`src/ide_pkg.sv`:
```
// ----------------------------------------------------------------------------
// ide_pkg
// Shared types, codes and sizes of the Ising diagonal energy scaler.
// ----------------------------------------------------------------------------
package ide_pkg;

    localparam int MAX_SPINS = 16;
    localparam int SPIN_W    = $clog2(MAX_SPINS);
    localparam int CNT_W     = $clog2(MAX_SPINS + 1);
    localparam int CPL_DEPTH = MAX_SPINS * MAX_SPINS;
    localparam int CPL_AW    = $clog2(CPL_DEPTH);
    localparam int NUM_TERMS = MAX_SPINS * (MAX_SPINS + 1) / 2;

    // Fixed field widths.
    localparam int COEF_W    = 16;
    localparam int SCALE_W   = 16;
    localparam int SPINS_W   = 5;
    localparam int STATE_W   = 16;
    localparam int AMP_W     = 16;
    localparam int ENERGY_W  = 24;
    localparam int OUT_W     = 32;
    localparam int CFG_IDX_W = 1;
    localparam int CFG_DAT_W = 16;

    // Datapath widths.
    localparam int ACC_W     = COEF_W + 1 + $clog2(NUM_TERMS);
    localparam int SCL_W     = ACC_W + SCALE_W + 1;
    localparam int PRD_W     = AMP_W + ENERGY_W;

    localparam int SCALE_RESET = 32768;
    localparam int SPINS_RESET = 16;

    // Command codes.
    localparam logic [1:0] CMD_LOAD_FIELD = 2'd0;
    localparam logic [1:0] CMD_LOAD_CPL   = 2'd1;
    localparam logic [1:0] CMD_EVAL       = 2'd2;

    // Configuration register indexes.
    localparam logic [CFG_IDX_W-1:0] REG_SCALE_S = 1'd0;
    localparam logic [CFG_IDX_W-1:0] REG_SPINS   = 1'd1;

    typedef struct packed {
        logic [1:0]                cmd;
        logic [STATE_W-1:0]        where_index;
        logic signed [COEF_W-1:0]  coeff_value;
        logic signed [AMP_W-1:0]   amp_re;
        logic signed [AMP_W-1:0]   amp_im;
    } item_t;

    typedef struct packed {
        logic signed [ENERGY_W-1:0] state_energy;
        logic signed [OUT_W-1:0]    out_re;
        logic signed [OUT_W-1:0]    out_im;
        logic                       saturated;
    } result_t;

    typedef struct packed {
        logic                     fld_we;
        logic [SPIN_W-1:0]        fld_waddr;
        logic                     cpl_we;
        logic [CPL_AW-1:0]        cpl_waddr;
        logic signed [COEF_W-1:0] wdata;
        logic [SPIN_W-1:0]        fld_raddr;
        logic [CPL_AW-1:0]        cpl_raddr;
    } mem_ctrl_t;

    typedef enum logic [2:0] {
        ST_CLEAR,
        ST_IDLE,
        ST_RUN,
        ST_DRAIN,
        ST_SCALE,
        ST_ENERGY,
        ST_PROD,
        ST_FINISH
    } state_t;

endpackage

```
`src/ide_coef_mem.sv`:
```
// ----------------------------------------------------------------------------
// ide_coef_mem
// Field and coupling coefficient memories, one write and one registered read
// port each.
// ----------------------------------------------------------------------------
module ide_coef_mem
    import ide_pkg::*;
(
    input  logic                     clk,
    input  mem_ctrl_t                ctrl,
    output logic signed [COEF_W-1:0] fld_rdata,
    output logic signed [COEF_W-1:0] cpl_rdata
);

    logic signed [COEF_W-1:0] fld_mem [MAX_SPINS];
    logic signed [COEF_W-1:0] cpl_mem [CPL_DEPTH];

    always_ff @(posedge clk)
    begin
        if (ctrl.fld_we)
        begin
            fld_mem[ctrl.fld_waddr] <= ctrl.wdata;
        end
        fld_rdata <= fld_mem[ctrl.fld_raddr];
    end

    always_ff @(posedge clk)
    begin
        if (ctrl.cpl_we)
        begin
            cpl_mem[ctrl.cpl_waddr] <= ctrl.wdata;
        end
        cpl_rdata <= cpl_mem[ctrl.cpl_raddr];
    end

endmodule

```
`config.mk`:
```
export PLATFORM = sky130hd
export DESIGN_NAME = ide_coef_mem
export DESIGN_NICKNAME = d
export VERILOG_FILES = /design/src/ide_pkg.sv /design/src/ide_coef_mem.sv
export SDC_FILE = /design/constraint.sdc
export NUM_CORES = 2
export LEC_CHECK = 0
export BUFFER_PORTS_ARGS = -buffer_cell sky130_fd_sc_hd__clkbuf_2
export CORE_UTILIZATION = 38
export CTS_CLUSTER_DIAMETER = 200
export DETAILED_ROUTE_END_ITERATION = 10
export PLACE_DENSITY = 0.57
export SLEW_MARGIN = 40
export SYNTH_ARGS = -nofsm -noshare
export SYNTH_HDL_FRONTEND = slang
export SYNTH_MEMORY_MAX_BITS = 65536
export SYNTH_SLANG_ARGS = --single-unit
```
`constraint.sdc`:
```
create_clock -name clk -period 3.7 [get_ports clk]
set_input_delay 0.74 -clock clk [delete_from_list [all_inputs] [get_ports clk]]
set_output_delay 0.74 -clock clk [all_outputs]
set_load 0.01 [all_outputs]
```
# Yosys cells after proc, flatten, opt, wreduce, memory -nomap -nowiden
# Memories as Yosys holds them, arrays and structs flattened. A register that Yosys moved wholly into a read port is not among the register bits.
# Cells that the tools add are included.
[word_totals] reg_bits=0 mem_bits_rw=4352 in_bits=43 output_inout_bits=32 elab_cells=6 n_memories=2
[classes] n_mux=4
[mem_list] name="cpl_mem" words=256 word_bits=16 read_ports=1 rd_ports_with_merged_regs=1 write_ports=1 line_no="ide_coef_mem.sv:16" rtl="logic signed [COEF_W-1:0] cpl_mem [CPL_DEPTH];"
[mem_list] name="fld_mem" words=16 word_bits=16 read_ports=1 rd_ports_with_merged_regs=1 write_ports=1 line_no="ide_coef_mem.sv:15" rtl="logic signed [COEF_W-1:0] fld_mem [MAX_SPINS];"
[op_table] operator="$mux W1" n=4

# Longest topological paths before layout
[depth] ltp_word=2 depth_mapped=12 depth_no_buf=6

# Worst setup path before layout
# Ideal clock, no wire load.
[synth_path] path_kind="input-to-reg" startpoint="input ctrl[28] (netlist bit)" endpoint="memory cpl_mem[193][0], enable pin" setup_time_ns=0.409 t_arrival_ns=2.511 required_ns=3.291 path_slack_ns=0.780 cell_stages=4 path_buffers=1 path_cell_list="clkbuf_1 > nor2b_1 > nand2_1 > nor3_1"
[synth_rtl] element="from (decl)" line_no="ide_coef_mem.sv:10" rtl="input mem_ctrl_t ctrl,"
[synth_rtl] element="to (decl)" line_no="ide_coef_mem.sv:16"
# No word-level cell before the write port.

==> out/metrics.csv <==
stage;metric;value;unit
synthesis;async_flop_share;0;
setup_path;rr_endpoint;cpl_rdata[7];
job;max_cap_viol_count;0;
floorplanning;die_y;668;µm
floorplanning;die-area;446000;µm²
route;routedWlPerCell;31.2;µm
clock_network;cts-buffers-inserted;434;
synthesis;synth_top_family_by_area;multiplexers;
synthesis;yosys_warnings;0;
synthesis;synth_edf_count;4352;
power_and_ir_drop;p_leak;63.1;nW
timing;hold_ws;127;ps
synthesis;yosysTopAreaCellShare;0.776;
setup_path;max_stage_delay;820;ps
floorplanning;io_pins;75;
global_route;grt_pass1_wl;659000;µm
clock_network;clockRootBuffer;clkbuf_16;
route;routed_wirelength;469000;µm
setup_path;cp_slowest_cell;o311ai_1;
timing;maxSlewHeadroom;0.333;
floorplanning;initial_core_util;0.381;
floorplanning;core_area;441000;µm²
outcome;violations;DRC;
synthesis;synth_fa_ha_area_frac;0;
setup_path;rr_worst_depth;9;
finish;final_nets;8809;
synthesis;synth-seq-area-share;0.780;
finish;drive_above_1_share;0.298;
setup_path;cp.arrival;4170;ps
clock_network;cts_resized;0;
route;drt_iter0_markers;10500;
route;drcViolationCount;63;
route;drt_first_pass_iters;9;
setup_path;path_class;in2reg;
power_and_ir_drop;ir_worst_vdd;0.000397;V
timing;slew_violations;0;
timing;fmax;0.302;GHz
synthesis;yosys-mux-area-fraction;0.151;
placement;hpwl;299000;µm
setup_path;cp_max_fo;17;
placement;io_buffers;74;
power_and_ir_drop;cellPowerDensity;529;nW/µm²
setup_path;path_common_cell;buf_12;
placement;globalplace.congestion;0.904;
clock_network;postCtsSetupBuffers;0;
synthesis;yosysUniqueCellTypes;64;
global_route;grt_util_met2;0.331;
synthesis;synth_nets;7730;
route;num_vias;85200;
synthesis;netlist_area;168000;µm²
synthesis;netlist_instances;7687;
floorplanning;die_x;668;µm
global_route;antenna_found_initial;34;
clock_network;clock-sinks;4384;
timing;min_period_over_period;0.895;
global_route;first_global_vias;85200;
synthesis;synth.avg_cell_area;21.9;µm²
clock_network;cts_tree;yes;
synthesis;yosys.area.top_type;edfxtp_1;
setup_path;cp-end-kind;flop;
route;vias_per_cell;5.66;
clock_network;holdBufCountCts;0;
setup_path;startpoint_type;primary input;
min_path;holdPathEnd;fld_mem[3][0];
timing;tightest_slew;1000;ps
floorplanning;rows;244;
global_route;busiest_layer;met2;
timing;period_minus_slack;3310;ps
global_route;use_met1;0.292;
timing;finClkSkew;58.0;ps
timing;finalSetupViolCount;0;
timing;rsz0062_at_grt;false;
timing;hold_viol_final;0;
synthesis;synth.area.top_cells;edfxtp_1, mux4_2, mux2i_1;
global_route;grt_overflow_total;0;
synthesis;synth-simple-area-share;0.0175;
synthesis;synth_xor_area_frac;0;
setup_path;required;4550;ps
setup_path;rr_startpoint;cpl_mem[60][7];
clock_network;htree_levels;5;
finish;final_util;0.446;
route;postRouteAntennaNets;0;
global_route;grt_max_degree;144;
global_route;use_met3;0.0364;
global_route;grt_use_total;0.207;
clock_network;clk_pin_slew;60;ps
finish;syn_to_final_growth;17.1;%
min_path;holdPathStages;1;
setup_path;reg2reg_slack;580;ps
setup_path;crit_chain;buf_12 -> buf_12 -> buf_12 -> buf_12 -> buf_4 -> buf_12 -> buf_4 -> mux2i_1 -> o221ai_1 -> o22ai_1 -> nor3_1 -> buf_4 -> o311ai_1 -> buf_4 -> nor3b_1;
min_path;worstHoldStart;ctrl[12];
synthesis;ys.flop_type;edfxtp_1;
synthesis;synth-seq-cells;4384;
min_path;hold_class;in2reg;
clock_network;clock_latency;990;ps
outcome;status;finished with violations;
finish;nFillCells;37200;
synthesis;synth_compound_area_frac;0.0354;
clock_network;clockBufferDepth;4;
[per-stage QoR]
| step | setup slack [ps] | total power (W) | setup TNS, ps | cells | cell area, µm² |
|---|---|---|---|---|---|
| 2_1_floorplan | 780 | 0.0585 | 0 | 7687 | 168000 |
| 3_3_place_gp | -815 | 0.0616 | -3730 | 14200 | 183000 |
| 3_5_place_dp | -461 | 0.0617 | -3780 | 14200 | 183000 |
| 4_1_cts | 584 | 0.105 | 0 | 15000 | 197000 |
| 5_1_grt | 361 | 0.107 | 0 | 15100 | 197000 |
| 6_report | 387 | 0.104 | 0 | 15100 | 197000 |
[final cells by class]
type	instances	area, µm²	share of cell area
Sequential cell	4384	131000	0.666
Multi-Input combinational cell	2838	34500	0.175
Clock buffer	535	11400	0.0579
Timing Repair Buffer	1104	9870	0.0501
Tap cell	5904	7390	0.0375
Clock inverter	280	2580	0.0131
Inverter	4	27.5	0.000140
Antenna cell	7	17.5	0.0000889
[cells in the mapped netlist, types with 41 or more instances]
library cell / instances
a211oi_1: 42
buf_2: 85
edfxtp_1: 4352
a221oi_1: 41
mux4_2: 919
nor3_1: 75
a21oi_1: 143
buf_6: 51
buf_4: 43
o221ai_1: 137
buf_1: 42
nor2_1: 295
nand2_1: 73
o22ai_1: 165
clkbuf_1: 211
mux2i_1: 439
a22oi_1: 139
[kinds of logic (layout without fill, tap and decap cells)]
logic type             Yosys count  after routing
multiplexers                  1380           1380
other                            0              7
flip-flops                    4384           4384
AND/OR/NAND/NOR                622            622
buffers and inverters          465           1923
AO/OA/AOI/OAI                  836            836
[layout by cell type (no fill, tap or decap), drive strengths merged, types with 8 or more instances in the layout]
cell type	n
edfxtp	4352
buf	1052
mux4	919
clkbuf	587
mux2i	439
nor2	295
clkinv	211
o22ai	165
a21oi	143
a22oi	139
o221ai	138
nor3	75
nand2	73
a211oi	42
a221oi	41
bufinv	41
nor4	39
o21ai	38
dfxtp	32
mux2	22
nand3	22
or3	19
inv	19
and3	18
o211ai	14
nand2b	14
a22o	13
clkinvlp	13
a2111oi	12
o31ai	11
o22a	11
o311ai	11
a311oi	10
nand4b	10
o21a	10
a21o	10
a211o	10
nor2b	10
or4	8
[critical path, delay by kind of cell]
family / cells / cell delay (ps)
mux: 1 / 260
compound gates: 3 / 1300
buf+inv: 9 / 1640
simple gates: 2 / 160
[how the worst max path moves through the flow]
stage,startpoint,to,slack [ps],cells after the start
final,ctrl[0],cpl_rdata[3],390,15
after global placement,ctrl[0],cpl_rdata[3],-810,15
after detailed placement,ctrl[0],cpl_rdata[3],-460,15
after global routing,ctrl[0],cpl_rdata[10],360,12
after floorplan,ctrl[28],cpl_mem[193][0],780,4
after CTS,ctrl[0],cpl_rdata[7],580,11
[power by group]
group / switching, W / internal (W) / leakage (nW) / total, W
logic: 0.00358 / 0.00213 / 16.9 / 0.00572
clock network: 0.0189 / 0.0248 / 6.84 / 0.0436
registers: 0.000140 / 0.0548 / 39.4 / 0.0549
total: 0.0226 / 0.0817 / 63.1 / 0.104
[flip-flops by register name (all words and copies together) (netlist names)]
signal,count
cpl_mem,4096
cpl_rdata,16
fld_mem,256
fld_rdata,16
[metal layers]
layer / up-vias / share of wire
li1: 35000 / -
met1: 45900 / 0.41
met2: 3717 / 0.47
met3: 678 / 0.083
met4: 4 / 0.032
met5: - / 0.000070
Power figures use the tool's default switching activity.
